File: config.mk
export PLATFORM = sky130hd
export DESIGN_NAME = mbc_key_regs
export DESIGN_NICKNAME = d
export VERILOG_FILES = /design/src/sv/mbc_pkg.sv /design/src/sv/mbc_key_regs.sv
export SDC_FILE = /design/constraint.sdc
export NUM_CORES = 1
export LEC_CHECK = 0
export ABC_AREA = 1
export BUFFER_PORTS_ARGS = -buffer_cell sky130_fd_sc_hd__buf_2
export CORE_MARGIN = 2
export CORE_UTILIZATION = 40
export DETAILED_ROUTE_END_ITERATION = 8
export GPL_TIMING_DRIVEN = 0
export SLEW_MARGIN = 20
export SYNTH_ARGS = -nofsm -noshare
export SYNTH_HDL_FRONTEND = slang
export SYNTH_SLANG_ARGS = --single-unit
File: constraint.sdc
create_clock -name i_clk -period 2 [get_ports i_clk]
set_input_delay 0.5 -clock i_clk [delete_from_list [all_inputs] [get_ports i_clk]]
set_output_delay 0.5 -clock i_clk [all_outputs]
set_load 0.01 [all_outputs]
File: src/sv/mbc_pkg.sv
`timescale 1ns / 1ps
// ----------------------------------------------------------------------------
// mbc_pkg
// Shared types, constants and round functions of the Magma block cipher unit.
// ----------------------------------------------------------------------------
package mbc_pkg;

    localparam int ROUNDS     = 32;
    localparam int NUM_KEYS   = 8;
    localparam int WORD_W     = 32;
    localparam int BLOCK_W    = 64;
    localparam int KEY_IDX_W  = $clog2(NUM_KEYS);
    localparam int ROUND_W    = $clog2(ROUNDS);
    localparam int ADDR_W     = KEY_IDX_W + 2;
    localparam int ROT        = 11;

    // operation codes
    localparam logic OP_ENCRYPT = 1'b0;
    localparam logic OP_DECRYPT = 1'b1;

    typedef logic [WORD_W-1:0] t_word;
    typedef logic [NUM_KEYS-1:0][WORD_W-1:0] t_key_array;
    typedef logic [3:0] t_nibble;

    // sbox row j serves nibble j, counted from the least significant
    localparam t_nibble SBOX [0:7][0:15] = '{
        '{4'd12, 4'd4,  4'd6,  4'd2,  4'd10, 4'd5,  4'd11, 4'd9,
          4'd14, 4'd8,  4'd13, 4'd7,  4'd0,  4'd3,  4'd15, 4'd1},
        '{4'd6,  4'd8,  4'd2,  4'd3,  4'd9,  4'd10, 4'd5,  4'd12,
          4'd1,  4'd14, 4'd4,  4'd7,  4'd11, 4'd13, 4'd0,  4'd15},
        '{4'd11, 4'd3,  4'd5,  4'd8,  4'd2,  4'd15, 4'd10, 4'd13,
          4'd14, 4'd1,  4'd7,  4'd4,  4'd12, 4'd9,  4'd6,  4'd0},
        '{4'd12, 4'd8,  4'd2,  4'd1,  4'd13, 4'd4,  4'd15, 4'd6,
          4'd7,  4'd0,  4'd10, 4'd5,  4'd3,  4'd14, 4'd9,  4'd11},
        '{4'd7,  4'd15, 4'd5,  4'd10, 4'd8,  4'd1,  4'd6,  4'd13,
          4'd0,  4'd9,  4'd3,  4'd14, 4'd11, 4'd4,  4'd2,  4'd12},
        '{4'd5,  4'd13, 4'd15, 4'd6,  4'd9,  4'd2,  4'd12, 4'd10,
          4'd11, 4'd7,  4'd8,  4'd1,  4'd4,  4'd3,  4'd14, 4'd0},
        '{4'd8,  4'd14, 4'd2,  4'd5,  4'd6,  4'd9,  4'd1,  4'd12,
          4'd15, 4'd4,  4'd11, 4'd0,  4'd13, 4'd10, 4'd3,  4'd7},
        '{4'd1,  4'd7,  4'd14, 4'd13, 4'd0,  4'd5,  4'd8,  4'd3,
          4'd4,  4'd15, 4'd10, 4'd6,  4'd9,  4'd12, 4'd11, 4'd2}
    };

    // round function: key add, substitution, rotate left
    function automatic t_word mix(input t_word half, input t_word rkey);
        t_word sum;
        t_word sub;
        sum = half + rkey;
        for (int j = 0; j < 8; j++) begin
            sub[4*j +: 4] = SBOX[j][sum[4*j +: 4]];
        end
        return {sub[WORD_W-ROT-1:0], sub[WORD_W-1:WORD_W-ROT]};
    endfunction

    // key word used in a given round
    function automatic logic [KEY_IDX_W-1:0] key_index(input logic [ROUND_W-1:0] rnd,
                                                       input logic op);
        logic [KEY_IDX_W-1:0] fwd;
        logic [KEY_IDX_W-1:0] rev;
        fwd = rnd[KEY_IDX_W-1:0];
        rev = ~rnd[KEY_IDX_W-1:0];
        if (op == OP_ENCRYPT) begin
            return (rnd < ROUND_W'(ROUNDS - NUM_KEYS)) ? fwd : rev;
        end
        return (rnd < ROUND_W'(NUM_KEYS)) ? fwd : rev;
    endfunction

endpackage

File: src/sv/mbc_key_regs.sv
`timescale 1ns / 1ps
// ----------------------------------------------------------------------------
// mbc_key_regs
// Key word register file behind the configuration bus.
// ----------------------------------------------------------------------------
module mbc_key_regs (
    input  logic                        i_clk,
    input  logic                        i_rst_n,
    input  logic                        psel,
    input  logic                        penable,
    input  logic                        pwrite,
    input  logic [mbc_pkg::ADDR_W-1:0]  paddr,
    input  logic [mbc_pkg::WORD_W-1:0]  pwdata,
    output logic [mbc_pkg::WORD_W-1:0]  prdata,
    output logic                        pready,
    output mbc_pkg::t_key_array         o_keys
);
    import mbc_pkg::*;

    t_key_array              r_keys;
    logic [KEY_IDX_W-1:0]    w_idx;
    logic                    w_wr;

    assign w_idx  = paddr[ADDR_W-1:2];
    assign w_wr   = psel & penable & pwrite;
    assign pready = 1'b1;

    // key word write on the access phase
    always_ff @(posedge i_clk) begin
        if (!i_rst_n) begin
            r_keys <= '0;
        end else if (w_wr) begin
            r_keys[w_idx] <= pwdata;
        end
    end

    // readback
    assign prdata = r_keys[w_idx];
    assign o_keys = r_keys;

endmodule

==> Word-level counts from Yosys, hierarchy flattened <==
Index checks and enable logic that the tools add are counted.
{ "classes": {"n_lt_le_gt_ge": 2, "n_mux": 5, "bitwise": 2, "n_reduce_logical": 1} }
{ "ops": {"columns": ["op", "count"], "rows": [
  ["$bwmux 256", 1],
  ["$bmux 32 s3", 1],
  ["$demux 32 s3", 1],
  ["$mux 32", 2],
  ["$lt 3x4->1 const B", 1],
  ["$ge 3x1->1 const B", 1],
  ["$and 1x1->1", 2],
  ["$logic_and 1x1->1", 1]
]} }
{ "word_totals": {"reg_bits": 256, "inputBits": 42, "out_inout_bits": 289, "wordCells": 18} }

==> Logic depth before layout (Yosys ltp) <==
{ "logic_depth": {"word_depth": 5, "depth_mapped": 9, "mapped_depth_nobuf": 7} }

==> Worst setup path before layout <==
No wires, ideal clock.
{ "synth_path": {"path_kind": "input to output", "from": "input paddr[2] in the netlist's numbering", "to": "output prdata[10] in the netlist's numbering", "t_arrival_ps": 1434, "required_time_ps": 1500, "path_slack_ps": 66, "stages": 9, "path_buffers": 2, "cell_sequence": "inv_1 > buf_2 > clkbuf_1 > nand2_1 > nand2_1 > nand2_1 > nand2_1 > nand2_1 > nand2_1"} }
{ "synth_via": {"elab_chain_cells": 2} }
{ "synth_rtl": {"columns": ["element", "line", "source"], "rows": [
  ["start: declaration", "mbc_key_regs.sv:12", "input logic [mbc_pkg::ADDR_W-1:0] paddr,"],
  ["$bmux 32 s3", "mbc_key_regs.sv:38", "assign prdata = r_keys[w_idx];"],
  ["$mux 32 (not written as such)", "mbc_key_regs.sv:38", null],
  ["end: declaration", "mbc_key_regs.sv:14", "output logic [mbc_pkg::WORD_W-1:0] prdata,"]
]} }
No other way between the ends. The select of a mux whose other input is x is not followed.

==> Worst setup path in the final report <==
{ "layout_path": {"from": "input paddr[2] in the netlist's numbering", "to": "output prdata[31] in the netlist's numbering"} }
Same word-level chain as after synthesis.

==> metrics.yaml <==
placed_design:
  io_buffers: 326
  hpwl_um: 43000
  dpl-instance-area_um2: 14700
  post-place-ws_ps: -907
  gp_congestion: 0.914
timing:
  rsz0062_at_grt: "true"
  max_freq_mhz: 464
  finalSetupViolCount: 32
  finClkSkew_ps: 0
  finalCritPeriodShare: 1.08
  worst_slew_pin_slew_ps: 801
  worst_slack_ps: -154
  slew_viol_final: 0
  min_period_ps: 2150
  maxSlewHeadroom: 0.466
  hold_viol: 0
worst_setup_path:
  cpMostUsedCell: "nand2_1"
  start_kind: "primary input"
  slowest_delay_ps: 170
  crit_chain: "buf_12 > buf_12 > buf_16 > clkbuf_16 > nand2_1 > nand2_2 > nand2_1 > nand2_1 > nand2_1 > nand2_2 > buf_6"
  crit_type: "primary input to primary output"
  cp.required_ps: 1500
  cp.arrival_ps: 1650
  end_kind: "primary output"
  cp_max_fo: 6
  slowest_stage: "clkbuf_16"
  worstRegToRegCells: 2
drt:
  drt-total-wl_um: 58600
  vias: 15300
  detail-route-antenna-nets: 0
  vias_per_cell: 5.17
  firstDrtPassIters: 6
  wl_per_cell_um: 19.8
  drc: 0
  drtIter0Drc: 1612
die:
  die_area_um2: 32900
  die_w_um: 181
  placementRows: 64
  start_util: 0.408
  ios: 331
  core_um2: 30800
  die_y_um: 181
finish:
  seq_area_um2: 5120
  multi_input_area_um2: 7360
  nets: 2581
  diodes: 0
  largest_register_ffs: 256
  fillCellCount: 3077
  area_growth_pct: 39.3
  fin_area_um2: 17500
  drive_gt1_frac: 0.285
global_route:
  grt_pass1_wl_um: 83000
  overflow: 0
  grtUsageTotal: 0.332
  grt_max_degree: 15
  grt_antenna_before_repair: 0
  grt_pass1_vias: 13500
synth:
  synth_top_area_frac: 0.407
  synth_top_area_cell: "dfxtp_1"
  avgSynthCellArea_um2: 5.84
  yosys_warnings: 0
  synth_cells: 2154
  ys_seq_area_frac: 0.407
  ys_ff_latch: 256
  syn-cell-area_um2: 12600
  syn_nets: 2196
  synthTopCellsByArea: "dfxtp_1 41%, nand2_1 31%, nor2_1 16%"
  ys_types: 15
clocking:
  cts_tree: "done"
  cts.clk_slew.worst_paths_ps: 60
  cts_buffers: 30
  cts_buffer_depth: 3
  insertion_delay_ps: 560
  cts_sinks: 256
  htreeDepth: 1
  clockRootBuffer: "clkbuf_16"
status:
  status: "complete, but fails checks"
  violations: "negative setup slack"
min_path:
  hold_path_class: "primary input to register"
  whs_path_depth: 3
run:
  maxCapViolations: 0
pwr:
  total_power_w: 0.0122
  powerDensity_nw_per_um2: 694
  irDropWorstVdd_mv: 0.640
  leakagePower_nw: 9.23
critical path, delay by kind of cell:
kind | cells | cell delay (ps)
buf+inv | 5 | 720
simple gates | 6 | 410
metrics by stage:
step                      hold slack [ps]  instances  utilization  TNS, ps
after global placement                487       2876        0.477   -26960
after CTS                             361       2937        0.537    -3400
after global routing                  396       2955        0.569    -4740
after floorplan                       519       2154            -        0
after detailed placement              490       2876        0.477   -26700
final                                 377       2955        0.569    -3700
report_power, final:
| part | switching, W | internal [W] | total, W |
|---|---|---|---|
| logic | 0.000932 | 0.000503 | 0.00144 |
| clock network | 0.00224 | 0.00326 | 0.00550 |
| registers | 0.0000706 | 0.00517 | 0.00524 |
| total | 0.00324 | 0.00893 | 0.0122 |
final timing paths:
check	start	end	slack (ps)
hold / removal	i_rst_n	o_keys[23]$_SDFFE_PN0P_	380
setup / recovery	paddr[2]	prdata[31]	-150
setup reg to reg	o_keys[107]$_SDFFE_PN0P_	o_keys[107]$_SDFFE_PN0P_	1300
hold reg to reg	o_keys[22]$_SDFFE_PN0P_	o_keys[22]$_SDFFE_PN0P_	490
per-layer routing:
layer | track usage | up-vias | part of all wire
met1 | 0.469 | 7034 | 0.43
li1 | - | 7283 | -
met2 | 0.520 | 841 | 0.44
met4 | 0.102 | 0 | 0.033
met3 | 0.0550 | 127 | 0.11
met5 | 0 | - | 0
logic make-up (layout without fill, tap and decap cells):
group	after synthesis	in the layout	share of synthesized area
other	1	1	0.000298
AND/OR/NAND/NOR	1717	1717	0.530
buffers and inverters	180	585	0.0627
flip-flops	256	256	0.407
repair_timing:
item / CTS / global route
resized for setup: 216 / 209
hold buffers: 0 / 0
endpoints found under the setup margin: 32 / 32
setup buffers: 4 / 5
cloned: 5 / 15
pin swaps: 21 / 97
layout make-up:
cell class,count,area share
Inverter,37,0.00863
Sequential cell,256,0.292
Clock buffer,47,0.0528
Tap cell,396,0.0283
Multi-Input combinational cell,1718,0.420
Buffer,141,0.0642
Timing Repair Buffer,355,0.131
Clock inverter,5,0.00285
placed cells by master (no fill, tap or decap), types with 26 or more instances in the layout:
cell type,synthesis,final
nand2_1,1047,840
nor2_1,525,523
buf_2,85,376
dfxtp_1,256,256
nand2_2,0,174
nand3_1,135,135
clkbuf_16,0,48
inv_1,36,35
nand2_4,0,33
clkbuf_1,33,29
buf_6,0,26
Yosys cell counts (all sizes together):
master	count
nor2	530
nand3	136
nand2	1047
dfxtp	256
inv	37
clkbuf	33
nand4	4
conb	1
buf	110
(Power assumes the default switching activity.)
