$ cat src/sv/mbc_pkg.sv
`timescale 1ns / 1ps
// ----------------------------------------------------------------------------
// mbc_pkg
// Shared types, constants and round functions of the Magma block cipher unit.
// ----------------------------------------------------------------------------
package mbc_pkg;

    localparam int ROUNDS     = 32;
    localparam int NUM_KEYS   = 8;
    localparam int WORD_W     = 32;
    localparam int BLOCK_W    = 64;
    localparam int KEY_IDX_W  = $clog2(NUM_KEYS);
    localparam int ROUND_W    = $clog2(ROUNDS);
    localparam int ADDR_W     = KEY_IDX_W + 2;
    localparam int ROT        = 11;

    // operation codes
    localparam logic OP_ENCRYPT = 1'b0;
    localparam logic OP_DECRYPT = 1'b1;

    typedef logic [WORD_W-1:0] t_word;
    typedef logic [NUM_KEYS-1:0][WORD_W-1:0] t_key_array;
    typedef logic [3:0] t_nibble;

    // sbox row j serves nibble j, counted from the least significant
    localparam t_nibble SBOX [0:7][0:15] = '{
        '{4'd12, 4'd4,  4'd6,  4'd2,  4'd10, 4'd5,  4'd11, 4'd9,
          4'd14, 4'd8,  4'd13, 4'd7,  4'd0,  4'd3,  4'd15, 4'd1},
        '{4'd6,  4'd8,  4'd2,  4'd3,  4'd9,  4'd10, 4'd5,  4'd12,
          4'd1,  4'd14, 4'd4,  4'd7,  4'd11, 4'd13, 4'd0,  4'd15},
        '{4'd11, 4'd3,  4'd5,  4'd8,  4'd2,  4'd15, 4'd10, 4'd13,
          4'd14, 4'd1,  4'd7,  4'd4,  4'd12, 4'd9,  4'd6,  4'd0},
        '{4'd12, 4'd8,  4'd2,  4'd1,  4'd13, 4'd4,  4'd15, 4'd6,
          4'd7,  4'd0,  4'd10, 4'd5,  4'd3,  4'd14, 4'd9,  4'd11},
        '{4'd7,  4'd15, 4'd5,  4'd10, 4'd8,  4'd1,  4'd6,  4'd13,
          4'd0,  4'd9,  4'd3,  4'd14, 4'd11, 4'd4,  4'd2,  4'd12},
        '{4'd5,  4'd13, 4'd15, 4'd6,  4'd9,  4'd2,  4'd12, 4'd10,
          4'd11, 4'd7,  4'd8,  4'd1,  4'd4,  4'd3,  4'd14, 4'd0},
        '{4'd8,  4'd14, 4'd2,  4'd5,  4'd6,  4'd9,  4'd1,  4'd12,
          4'd15, 4'd4,  4'd11, 4'd0,  4'd13, 4'd10, 4'd3,  4'd7},
        '{4'd1,  4'd7,  4'd14, 4'd13, 4'd0,  4'd5,  4'd8,  4'd3,
          4'd4,  4'd15, 4'd10, 4'd6,  4'd9,  4'd12, 4'd11, 4'd2}
    };

    // round function: key add, substitution, rotate left
    function automatic t_word mix(input t_word half, input t_word rkey);
        t_word sum;
        t_word sub;
        sum = half + rkey;
        for (int j = 0; j < 8; j++) begin
            sub[4*j +: 4] = SBOX[j][sum[4*j +: 4]];
        end
        return {sub[WORD_W-ROT-1:0], sub[WORD_W-1:WORD_W-ROT]};
    endfunction

    // key word used in a given round
    function automatic logic [KEY_IDX_W-1:0] key_index(input logic [ROUND_W-1:0] rnd,
                                                       input logic op);
        logic [KEY_IDX_W-1:0] fwd;
        logic [KEY_IDX_W-1:0] rev;
        fwd = rnd[KEY_IDX_W-1:0];
        rev = ~rnd[KEY_IDX_W-1:0];
        if (op == OP_ENCRYPT) begin
            return (rnd < ROUND_W'(ROUNDS - NUM_KEYS)) ? fwd : rev;
        end
        return (rnd < ROUND_W'(NUM_KEYS)) ? fwd : rev;
    endfunction

endpackage

$ cat src/sv/mbc_round.sv
`timescale 1ns / 1ps
// ----------------------------------------------------------------------------
// mbc_round
// One registered Feistel round: key add, sboxes, rotate, xor and swap.
// ----------------------------------------------------------------------------
module mbc_round (
    input  logic                        i_clk,
    input  logic                        i_rst_n,
    input  logic                        i_valid,
    input  logic                        i_op,
    input  logic [mbc_pkg::WORD_W-1:0]  i_left,
    input  logic [mbc_pkg::WORD_W-1:0]  i_right,
    input  logic [mbc_pkg::WORD_W-1:0]  i_rkey,
    output logic                        o_valid,
    output logic                        o_op,
    output logic [mbc_pkg::WORD_W-1:0]  o_left,
    output logic [mbc_pkg::WORD_W-1:0]  o_right
);
    import mbc_pkg::*;

    logic    r_valid;
    logic    r_op;
    t_word   r_left;
    t_word   r_right;
    t_word   n_right;

    // new right half
    assign n_right = i_left ^ mix(i_right, i_rkey);

    // stage valid
    always_ff @(posedge i_clk) begin
        if (!i_rst_n) begin
            r_valid <= 1'b0;
        end else begin
            r_valid <= i_valid;
        end
    end

    // stage payload
    always_ff @(posedge i_clk) begin
        r_op    <= i_op;
        r_left  <= i_right;
        r_right <= n_right;
    end

    assign o_valid = r_valid;
    assign o_op    = r_op;
    assign o_left  = r_left;
    assign o_right = r_right;

endmodule

$ cat config.mk
export PLATFORM = sky130hd
export DESIGN_NAME = mbc_round
export DESIGN_NICKNAME = d
export VERILOG_FILES = /design/src/sv/mbc_pkg.sv /design/src/sv/mbc_round.sv
export SDC_FILE = /design/constraint.sdc
export NUM_CORES = 1
export LEC_CHECK = 0
export BUFFER_PORTS_ARGS = -buffer_cell sky130_fd_sc_hd__buf_4
export CORE_MARGIN = 2
export CORE_UTILIZATION = 52
export CTS_CLUSTER_SIZE = 30
export DETAILED_ROUTE_END_ITERATION = 7
export MAX_ROUTING_LAYER = met4
export PLACE_DENSITY = 0.84
export SYNTH_ARGS = -nofsm -noshare
export SYNTH_HDL_FRONTEND = slang
export SYNTH_SLANG_ARGS = --single-unit
export TNS_END_PERCENT = 20
$ cat constraint.sdc
create_clock -name i_clk -period 5.4 [get_ports i_clk]
set_clock_uncertainty 0.15 [all_clocks]
set_input_delay 1.08 -clock i_clk [delete_from_list [all_inputs] [get_ports i_clk]]
set_output_delay 1.08 -clock i_clk [all_outputs]
set_load 0.01 [all_outputs]
== Yosys cells after proc, flatten, opt, wreduce, memory -nomap -nowiden ==
Memory sizes are Yosys's and may differ from the RTL's.
Cells that the tools add are included.

* Mux-type cells: 16
* $add $sub $neg: 1
* Order comparisons: 8
* Bitwise gates (word level): 9

{| class="wikitable"
|+ Operators by type and width
! operator !! count
|-
| two-way mux 4 bit || 16
|-
| greater-or-equal comparator 5 bit (second input constant) || 8
|-
| inverter 4 -> 5 bit || 8
|-
| adder 32 bit || 1
|-
| bitwise XOR 32 bit || 1
|}

* Bits of input ports: 100
* Memories: 8
* Flip-flop bits (word level): 66
* Output and inout bits: 66
* Memory bits (read-only): 512

{| class="wikitable"
|+ Memory list
! name !! depth !! width !! read ports !! clocked after memory_dff !! wr ports !! line !! text
|-
| (no name shown) || 16 || 4 || 1 || 0 || 0 || mbc_pkg.sv:51 || <nowiki>sub[4*j +: 4] = SBOX[j][sum[4*j +: 4]];</nowiki>
|-
| (no name shown) || 16 || 4 || 1 || 0 || 0 || mbc_pkg.sv:51 ||
|-
| (no name shown) || 16 || 4 || 1 || 0 || 0 || mbc_pkg.sv:51 ||
|-
| (no name shown) || 16 || 4 || 1 || 0 || 0 || mbc_pkg.sv:51 ||
|-
| (no name shown) || 16 || 4 || 1 || 0 || 0 || mbc_pkg.sv:51 ||
|-
| (no name shown) || 16 || 4 || 1 || 0 || 0 || mbc_pkg.sv:51 ||
|-
| 2 more memories || -- || -- || -- || -- || -- || -- ||
|}

== Depth between registers and ports, before layout ==
Gate-level depths: netlist of run 1.

* Depth in word-level cells: 6
* Depth in mapped cells: 16
* Depth with buffers taken out: 16

== Worst setup path after synthesis of run 1 ==
Ideal clock, no wire load.

* Path kind: input port to flip-flop
* Start point: in i_right[0] in the netlist's numbering
* End point: reg r_right[2] (netlist: o_right[2])
* Data required time: 5.132 ns
* Path slack: 1.137 ns
* Path buffers: 0
* Library setup time: 0.118 ns
* Stages on the path: 14
* Arrival: 3.995 ns
* Cells stage by stage: ha_1 > inv_1 > fa_1 > nand2b_1 > a21o_1 > a211oi_2 > or2_1 > a31oi_1 > o21ai_1 > xor2_1 > inv_1 > ha_1 > mux4_2 > xnor2_1

* Cells in the longest elaborated chain, start to end: 6

{| class="wikitable"
|+ RTL lines
! what !! line !! text
|-
| start: declaration || mbc_round.sv:12 || <nowiki>input logic [mbc_pkg::WORD_W-1:0] i_right,</nowiki>
|-
| adder 32 bit || mbc_pkg.sv:49 || <nowiki>sum = half + rkey;</nowiki>
|-
| inverter 4 -> 5 bit (not written as such) || mbc_pkg.sv:51 ||
|-
| memory read (16 x 4 bit) || -- ||
|-
| two-way mux 4 bit (not written as such) (2 in a row) || mbc_pkg.sv:51 ||
|-
| bitwise XOR 32 bit || mbc_round.sv:28 || <nowiki>assign n_right = i_left ^ mix(i_right, i_rkey);</nowiki>
|-
| net n_right[2] || mbc_round.sv:25 || <nowiki>t_word n_right;</nowiki>
|-
| end signal: assignment || mbc_round.sv:43 || <nowiki>r_right <= n_right;</nowiki>
|-
| end: declaration || mbc_round.sv:24 || <nowiki>t_word r_right;</nowiki>
|}

The timed path passes the listed nets, and every way through them passes these cells. The select of a mux whose other input is x is not followed.
A chain may end at the register's enable or synchronous reset.

== Worst setup path after layout of run 1 ==
Ends and elaborated chain as after synthesis.

==> impl_metrics.toml, run 1 <==
[clock_network]
cts_hold_buf = 0
htreeDepth = 3
cts_inserted_buffers = 9
postCtsSetupRepairBufs = 0
cts_buffer_depth = 2
cts-root-buf = "clkbuf_8"
clk_pin_slew_worst_paths_ns = 0.08
cts_tree = "built"
ctsResizeCount = 0
clock-sinks = 66

[setup_path]
critical_path_class = "in -> reg"
cpLargestDelayFamily = "adder cells"
path_buf_inv = 3
cp_max_fo = 6
crit_path_end_kind = "flop"
worstPathRequired_ns = 5.49
cp_slowest_cell = "mux4_2"
cpPeakStageDelay_ns = 0.48
timing.critical_path.cells = "buf_4, ha_1, inv_1, fa_1, nand2b_1, a21o_1, a211oi_2, or2_1, a31oi_1, o21ai_1, xor2_1, inv_1, ha_1, mux4_2, xnor2_1"
crit_path_start_kind = "input port"
arrival_ns = 4.54

[global_routing]
grt_max_degree = 12
grt_busiest_layer = "met2"
grt_pass1_vias = 4378
use_met2_pct = 43.50
met1_usage_pct = 25.28
grtUsageMet3_pct = 4.924
grt_pass1_wl_um = 19090
grt_overflow = 0
grt_util_all_layers_pct = 23.67
antenna_found_initial = 0

[detailed_routing]
ant_nets = 0
dr.pass1.iters = 4
drc = 0
post_drt_via_cell_ratio = 5.464
drtIter0Drc = 164
routedWlPerCell_um = 14.56
vias = 4382
routed_wl_um = 11680

[sta]
rsz0062_at_grt = "false"
maxSlewHeadroom_pct = 54.38
hold_violations = 0
worst_slew_pin_slew_ns = 0.6794
setup_tns_ns = 0
drv_slew = 0
fin_crit_sh_pct = 82.36
finalSetupViolations = 0
fin_hold_ws_ns = 0.6806
clock.fmax_ghz = 0.2248
period_minus_slack_ns = 4.447

[synth]
synth_largest_area_cell = "dfxtp_1"
syn-cell-area_um2 = 4898
yosys_most_used_dff = "dfxtp_1"
synth.top_cell.area_share_pct = 26.97
synth_edf_count = 0
synth_area_per_cell_um2 = 9.402
syn_inst = 521
synth.distinct_cells = 66
yosysWarnings = 0
ys_ff_latch = 66
synth.area.top_cells = "dfxtp_1 27%, ha_1 17%, xnor2_1 5.5%"
async_flop_share_pct = 0
synthesis.nets = 690
seq_area_frac_synth_pct = 26.97

[power]
peakVddDrop_uv = 149.0
p_per_area_nw_per_um2 = 336.3
p_leak_uw = 0.003117

[die]
ioPinCount = 166
dieArea_um2 = 10210
die-height_um = 101.1
rows = 35
core-area_um2 = 9196
die_w_um = 101.1
start_util_pct = 53.27

[final_layout]
diodes = 0
regArea_um2 = 1321
final_layout_size_suffix_gt1_share_pct = 31.98
multi_input_area_um2 = 3369
final_nets = 855
nFillCells = 699
syn_to_final_growth_pct = 30.83

[place]
dp_hpwl_um = 9408
io_buffer_count = 165
gp_congestion = 0.9115

[run]
maxCapViolations = 0

[min_path]
min_path_type = "in -> reg"

[outcome]
outcome = "completed"
## cell usage in the layout (no fill, tap or decap), types with 3 or more instances in the layout
cell,instances
or3_1,4
mux2i_1,17
nand4_1,8
nand3_1,9
a21o_1,19
xor2_1,29
inv_1,36
clkbuf_8,11
and3_1,9
xnor2_1,31
nand2_1,31
nor2_1,22
a211oi_2,3
buf_4,165
a21oi_1,41
dfxtp_1,66
nand2b_1,5
nor4_1,3
and2_1,3
o21ai_1,5
nor3_1,12
a311oi_1,3
a31oi_1,5
mux4_2,11
nor2b_1,3
o21ai_0,16
a21oi_2,3
a211oi_1,4
ha_1,68
o21a_1,3
## worst paths after layout
path | startpoint | endpoint | slack (ns) | cells after the start
max | i_right[0] | o_right[2] | 0.95 | 15
min | i_op | o_op | 0.68 | 1
## registers in the layout (all words and copies together) (netlist names)
| name | flops |
|---|---|
| o_valid | 1 |
| o_op | 1 |
| o_right | 32 |
| o_left | 32 |
## Yosys cell counts (4+ instances only)
master and instances:
xor2_1 29, mux4_2 11, or3_1 4, xnor2_1 31, o21ai_1 5, a21o_1 19, mux2i_1 17, a211oi_1 4
nor3_1 12, nand4_1 8, dfxtp_1 66, nand3_1 9, ha_1 68, nand2_1 31, a31oi_1 5, nand2b_1 5
nor2_1 22, o21ai_0 16, and3_1 9, inv_1 36, a21oi_1 41
## logic make-up after synthesis
family | count (synthesis) | share of synthesized area (%)
AOI/OAI and AO/OA | 125 | 17.52
and+or+nand+nor | 121 | 12.75
adders and majority gates | 69 | 17.78
DFF | 66 | 26.97
xor gates and xnor gates | 61 | 11.29
buffers and inverters | 47 | 4.240
muxes | 32 | 9.451
## cell type report
class                   instances  area share, %
multi-input cells             408          52.58
flip-flops and latches         66          20.62
inverters                      36          2.109
well taps                     111          2.167
clock buffers                  12          2.421
repair buffers                165          19.33
clock inverters                 4         0.7809
## metrics by stage
| step | total power (µW) | area, µm² | util (%) | worst slack, ns | cells |
|---|---|---|---|---|---|
| finish | 2155 | 6409 | 69.69 | 0.9525 | 802 |
| global route | 2305 | 6409 | 69.69 | 0.7565 | 802 |
| CTS | 2172 | 6409 | 69.69 | 0.9895 | 802 |
| detailed placement | 1726 | 6203 | 67.46 | 0.6757 | 786 |
| global placement | 1677 | 6203 | 67.46 | 0.8374 | 786 |
| floorplan | 1346 | 4898 | - | 1.137 | 521 |
## power by group
part	switching, µW	total (µW)	internal, µW
combinational	533	1070	534
clock	197	435	238
sequential	32.7	653	620
total	763	2150	1390
## routing by layer
layer	vias up	share of wire (%)
met4	0	2.0
met1	2012	39
li1	2187	-
met5	-	0
met3	22	6.6
met2	161	52
No activity file was read; power rests on OpenSTA's default activity.
==> run 2: changes to the inputs <==
--- a/config.mk
+++ b/config.mk
@@ -5,13 +5,14 @@
 export SDC_FILE = /design/constraint.sdc
 export NUM_CORES = 1
 export LEC_CHECK = 0
+export ABC_AREA = 1
 export BUFFER_PORTS_ARGS = -buffer_cell sky130_fd_sc_hd__buf_4
 export CORE_MARGIN = 2
-export CORE_UTILIZATION = 52
+export CORE_UTILIZATION = 48
 export CTS_CLUSTER_SIZE = 30
 export DETAILED_ROUTE_END_ITERATION = 7
 export MAX_ROUTING_LAYER = met4
-export PLACE_DENSITY = 0.84
+export PLACE_DENSITY = 0.8
 export SYNTH_ARGS = -nofsm -noshare
 export SYNTH_HDL_FRONTEND = slang
 export SYNTH_SLANG_ARGS = --single-unit
==> constraint.sdc (replaced) <==
create_clock -name i_clk -period 3.6 [get_ports i_clk]
set_clock_uncertainty 0.15 [all_clocks]
set_input_delay 0.72 -clock i_clk [delete_from_list [all_inputs] [get_ports i_clk]]
set_output_delay 0.72 -clock i_clk [all_outputs]
set_load 0.01 [all_outputs]
==> run 2 against run 1 <==
  * Power is 51% higher
  * Count of clock-buffer cells in the layout grew 2
  * Synthesized cell count is 65% higher
  * Global-route usage decreased by 1.0 points
  * Final cell count is 48% higher
  * Sequential power grew 43%
  * Sequential share of layout area is 2.3 points lower
  * Largest power group unchanged
  * Synthesized area up 12%
  * Hold slack lost 0.35 ns
==> impl_metrics.toml, run 2 <==
[synth]
yosysWarnings = 0
seq_area_frac_synth_pct = 24.07
synth.distinct_cells = 37
synth.top_cell.area_share_pct = 24.07
syn-cell-area_um2 = 5489
synth_most_common_cell = "nand2_1"
synthesis.nets = 1029
ys_ff_latch = 66
synthTopCellsByCount = "323 x nand2_1, 143 x inv_1, 68 x ha_1"
synth_largest_area_cell = "dfxtp_1"
syn_inst = 860
synth.area.top_cells = "dfxtp_1 24%, nand2_1 22%, ha_1 16%"
synth_edf_count = 0
yosys_most_used_dff = "dfxtp_1"
async_flop_share_pct = 0
synth_area_per_cell_um2 = 6.383

[power]
p_per_area_nw_per_um2 = 451.9
total_power_uw = 3254
p_leak_uw = 0.004178
peakVddDrop_uv = 376.9

[setup_path]
crit_path_start_kind = "input port"
timing.critical_path.cells = "buf_4, ha_1, inv_1, fa_1, inv_1, nand3_1, nand2_2, nand2_1, nand2_2, nand2_1, nand2_2, nand2_1, nand2_1, nand2_1, nand2_1, inv_1, ha_1, nor2_1, nand2_1, o21ai_0, nand2_1, nand3b_1, nand2_1"
cpLargestDelayFamily = "simple AND/OR/NAND/NOR gates"
worst_path_most_repeated_cell = "nand2_1"
path_buf_inv = 4
arrival_ns = 3.23
cpPeakStageDelay_ns = 0.40
worstPathRequired_ns = 3.69
cp-startpoint = "i_right[0]"
cp_slowest_cell = "fa_1"
critical_path_class = "in -> reg"
crit_path_end_kind = "flop"
cp_max_fo = 6

[clock_network]
cts_buffer_depth = 2
clk_pin_slew_worst_paths_ns = 0.05
cts_hold_buf = 0
postCtsSetupRepairBufs = 0
cts_inserted_buffers = 9
cts_tree = "built"
clock-sinks = 66
ctsResizeCount = 0
cts-root-buf = "clkbuf_16"
htreeDepth = 3

[detailed_routing]
wl_met3_um = 783
drc = 0
wirelength_met1_um = 6304
routed_wl_um = 13330
routedWlPerCell_um = 11.24
ant_nets = 0
dr.pass1.iters = 4
drtIter0Drc = 284
top_layer = "met4"
dr_wl_met2_um = 5945
vias = 5630
post_drt_via_cell_ratio = 4.747

[place]
dp.cells = 1170
io_buffer_count = 165
dp_hpwl_um = 11210
gp_congestion = 0.9512
dpl-instance-area_um2 = 6918

[die]
start_util_pct = 48.70
dieArea_um2 = 12310
die-height_um = 110.9
rows = 39
die_w_um = 110.9
ioPinCount = 166
core-area_um2 = 11270

[sta]
fin_crit_sh_pct = 87.29
period_minus_slack_ns = 3.143
hold_violations = 0
finalSetupViolations = 0
drv_slew = 0
maxSlewHeadroom_pct = 66.86
clock.fmax_ghz = 0.3182
worst_slew_pin_slew_ns = 0.4936
rsz0062_at_grt = "false"
setup_tns_ns = 0

[outcome]
outcome = "completed"

[global_routing]
grt_util_all_layers_pct = 22.65
grt_pass1_wl_um = 22560
grt_overflow = 0
antenna_found_initial = 0
grt_max_degree = 13
grt_pass1_vias = 5248

[final_layout]
final_nets = 1207
regArea_um2 = 1321
multi_input_area_um2 = 3616
finish.utilization_pct = 63.89
mostFrequentLayoutCell = "nand2_1"
design_area_um2 = 7202
nFillCells = 1120
final_layout_size_suffix_gt1_share_pct = 20.42
fin_cells = 1186
syn_to_final_growth_pct = 31.21
diodes = 0
mostFrequentLayoutCells = "323 x nand2_1, 168 x buf_4, 143 x inv_1, 68 x ha_1, 66 x dfxtp_1"

[run]
maxCapViolations = 0

[min_path]
hold_path_startpoint = "i_op"
min_path_type = "in -> reg"
==> run 2: changes by cell type in the layout (fill, tap and decap cells not counted), sizes merged, moves of 19 or more <==
cell,previous run,this run
nand2,31,340
inv,36,144
nand3,10,51
a21oi,44,25
nor2,22,54
a21o,20,1
==> run 2: path summary, 6_finish.rpt <==
kind | endpoint | slack (ns) | cells after the start
hold / removal | o_op | 0.33 | 1
setup / recovery | o_right[7] | 0.46 | 23
==> run 2: through the flow <==
| step | setup slack [ns] | hold slack, ns |
|---|---|---|
| global placement | 0.2201 | 0.6758 |
| finish | 0.4575 | 0.3327 |
| detailed placement | 0.1151 | 0.6762 |
| CTS | 0.4862 | 0.3203 |
| global route | 0.1709 | 0.3231 |
| floorplan | 0.4254 | 0.5977 |
==> run 2: routing by layer <==
layer | vias to the layer above | track usage, %
met3 | 21 | 5.139
met2 | 157 | 35.46
met5 | - | -
li1 | 3015 | -
met1 | 2437 | 28.56
met4 | 0 | 8.750
==> run 2: logic make-up (layout without fill, tap and decap cells) <==
logic type	count (synthesis)	in the layout	synth area share (%)
AND/OR/NAND/NOR	463	463	35.04
buffers and inverters	145	328	10.05
AO/OA/AOI/OAI	80	80	8.525
adder cells (fa/ha/maj)	69	69	15.87
flip-flops	66	66	24.07
XOR/XNOR	37	37	6.451
==> run 2: cell type report <==
class | instances | area share, %
multi-input cells | 649 | 50.21
flip-flops and latches | 66 | 18.35
repair buffers | 168 | 17.51
inverters | 144 | 7.505
clock buffers | 14 | 3.805
well taps | 143 | 2.484
clock inverters | 2 | 0.1390
==> run 2: report_power, final <==
group | switching (µW) | total [µW] | internal, µW
clock network | 307 | 827 | 520
logic | 845 | 1500 | 651
registers | 39.7 | 931 | 892
total | 1190 | 3250 | 2060
==> run 3: changes to the inputs <==
--- a/config.mk
+++ b/config.mk
@@ -13,6 +13,7 @@
 export DETAILED_ROUTE_END_ITERATION = 7
 export MAX_ROUTING_LAYER = met4
 export PLACE_DENSITY = 0.8
+export REMOVE_ABC_BUFFERS = 1
 export SYNTH_ARGS = -nofsm -noshare
 export SYNTH_HDL_FRONTEND = slang
 export SYNTH_SLANG_ARGS = --single-unit
==> run 3 against run 2 <==
  * Final cell count barely moved
  * Non-clock buffer count up 1
  * Largest power group unchanged
  * First-iteration DRC count fell by 2.8%
  * Via count grew 0.53%
  * Critical endpoint unchanged
  * Hold slack improved by 0.0011 ns
  * Power rose by 6.3%
  * Sequential share of layout area decreased by 0.20 points
  * Largest cell class unchanged
==> impl_metrics.toml, run 3 (synthesis results as in run 2) <==
[sta]
finalSetupViolations = 0
setup_tns_ns = 0
worst_slew_pin_slew_ns = 0.4843
period_minus_slack_ns = 3.099
fin_crit_sh_pct = 86.07
clock.fmax_ghz = 0.3227
drv_slew = 0
rsz0062_at_grt = "false"
maxSlewHeadroom_pct = 67.48
hold_violations = 0

[global_routing]
grt_pass1_wl_um = 22530
grt_util_all_layers_pct = 22.59
grt_overflow = 0
grt_max_degree = 13
grt_pass1_vias = 5197
antenna_found_initial = 0

[die]
dieArea_um2 = 12310
core-area_um2 = 11270
die-height_um = 110.9
ioPinCount = 166
start_util_pct = 48.70
die_w_um = 110.9
rows = 39

[setup_path]
crit_path_start_kind = "input port"
critical_path_class = "in -> reg"
cpLargestDelayFamily = "simple AND/OR/NAND/NOR gates"
cp_slowest_cell = "fa_1"
worst_path_most_repeated_cell = "nand2_1"
timing.critical_path.cells = "buf_4, ha_1, inv_1, fa_1, inv_1, nand3_1, nand2_2, nand2_1, nand2_2, nand2_1, nand2_2, nand2_1, nand2_1, nand2_1, nand2_1, inv_1, ha_1, nor2_1, nand2_1, o21ai_0, nand2_1, nand3b_1, nand2_1"
cpPeakStageDelay_ns = 0.40
worstPathRequired_ns = 3.69
path_buf_inv = 4
cp_max_fo = 6
crit_path_end_kind = "flop"
arrival_ns = 3.18

[final_layout]
final_layout_size_suffix_gt1_share_pct = 20.59
diodes = 0
mostFrequentLayoutCell = "nand2_1"
mostFrequentLayoutCells = "323 x nand2_1, 169 x buf_4, 143 x inv_1, 68 x ha_1, 66 x dfxtp_1"
syn_to_final_growth_pct = 32.62
nFillCells = 1043
final_nets = 1208

[outcome]
outcome = "completed"

[clock_network]
htreeDepth = 3
clock-sinks = 66
ctsResizeCount = 0
clk_pin_slew_worst_paths_ns = 0.05
cts_buffer_depth = 2
cts_hold_buf = 0
cts_tree = "built"
cts-root-buf = "clkbuf_16"
postCtsSetupRepairBufs = 0
cts_inserted_buffers = 9

[power]
combPwrFrac_pct = 43.3
p_sw_uw = 1201
p_int_uw = 2257
p_per_area_nw_per_um2 = 475.1
total_power_uw = 3458
p_clk_share_pct = 29.8
swShare_pct = 34.73
seqPwrFrac_pct = 26.9
peakVddDrop_uv = 318.3
p_leak_uw = 0.004209

[place]
io_buffer_count = 165
dp_hpwl_um = 11160
gp_congestion = 0.9371

[min_path]
min_path_type = "in -> reg"
holdPathStages = 1
hold_path_startpoint = "i_op"
worst_hold_path.endpoint = "o_op"

[run]
maxCapViolations = 0

[detailed_routing]
vias = 5660
drtIter0Drc = 276
drc = 0
post_drt_via_cell_ratio = 4.768
routedWlPerCell_um = 11.22
dr.pass1.iters = 5
routed_wl_um = 13320
ant_nets = 0
run 3: changes by cell type in the layout (fill, tap and decap cells not counted), sizes merged:
cell,delta
buf,+1
clkinv,-2
bufinv,+3
clkbuf,-2
clkinvlp,+1
run 3: how the worst max path moves through the flow:
stage	from	to	slack, ns	cells past startpoint
final	i_right[0]	o_right[7]	0.50	23
after global routing	i_right[0]	o_right[24]	0.25	19
after CTS	i_right[0]	o_right[24]	0.54	19
after detailed placement	i_right[0]	o_right[24]	0.17	19
after global placement	i_right[6]	o_right[19]	0.25	13
after floorplan	i_right[0]	o_right[24]	0.43	18
run 3: per-layer routing:
metal / wire [µm] / global-route usage (%)
met3: 819 / 5.139
met2: 6150 / 37.18
met5: 0 / -
met4: 146 / 5.833
met1: 6198 / 28.14
run 3: cell type report:
cell class / count / area [µm²] / share of cell area [%]
multi-input combinational: 649 / 3616 / 49.67
sequential: 66 / 1321 / 18.15
timing repair buffer: 169 / 1269 / 17.43
inverter: 144 / 540.5 / 7.425
clock buffer: 12 / 256.5 / 3.524
tap: 143 / 178.9 / 2.458
clock inverter: 4 / 97.59 / 1.341
run 3: power by group through the flow:
stage	logic (µW)	clock network, µW	registers [µW]
6_report	1500	1030	930
5_1_grt	1700	1090	943
3_3_place_gp	1470	0	943
3_5_place_dp	1490	0	946
2_1_floorplan	877	0	1030
4_1_cts	1500	1050	932
run 3: per-stage QoR:
stage | std cells | hold slack [ns] | area, µm² | setup slack, ns | util [%]
floorplan | 859 | 0.5977 | 5478 | 0.4254 | -
global route | 1187 | 0.3223 | 7279 | 0.2485 | 64.58
finish | 1187 | 0.3339 | 7279 | 0.5014 | 64.58
global placement | 1171 | 0.6762 | 6925 | 0.2524 | 61.44
detailed placement | 1171 | 0.6756 | 6925 | 0.1657 | 61.44
CTS | 1187 | 0.3204 | 7279 | 0.5355 | 64.58
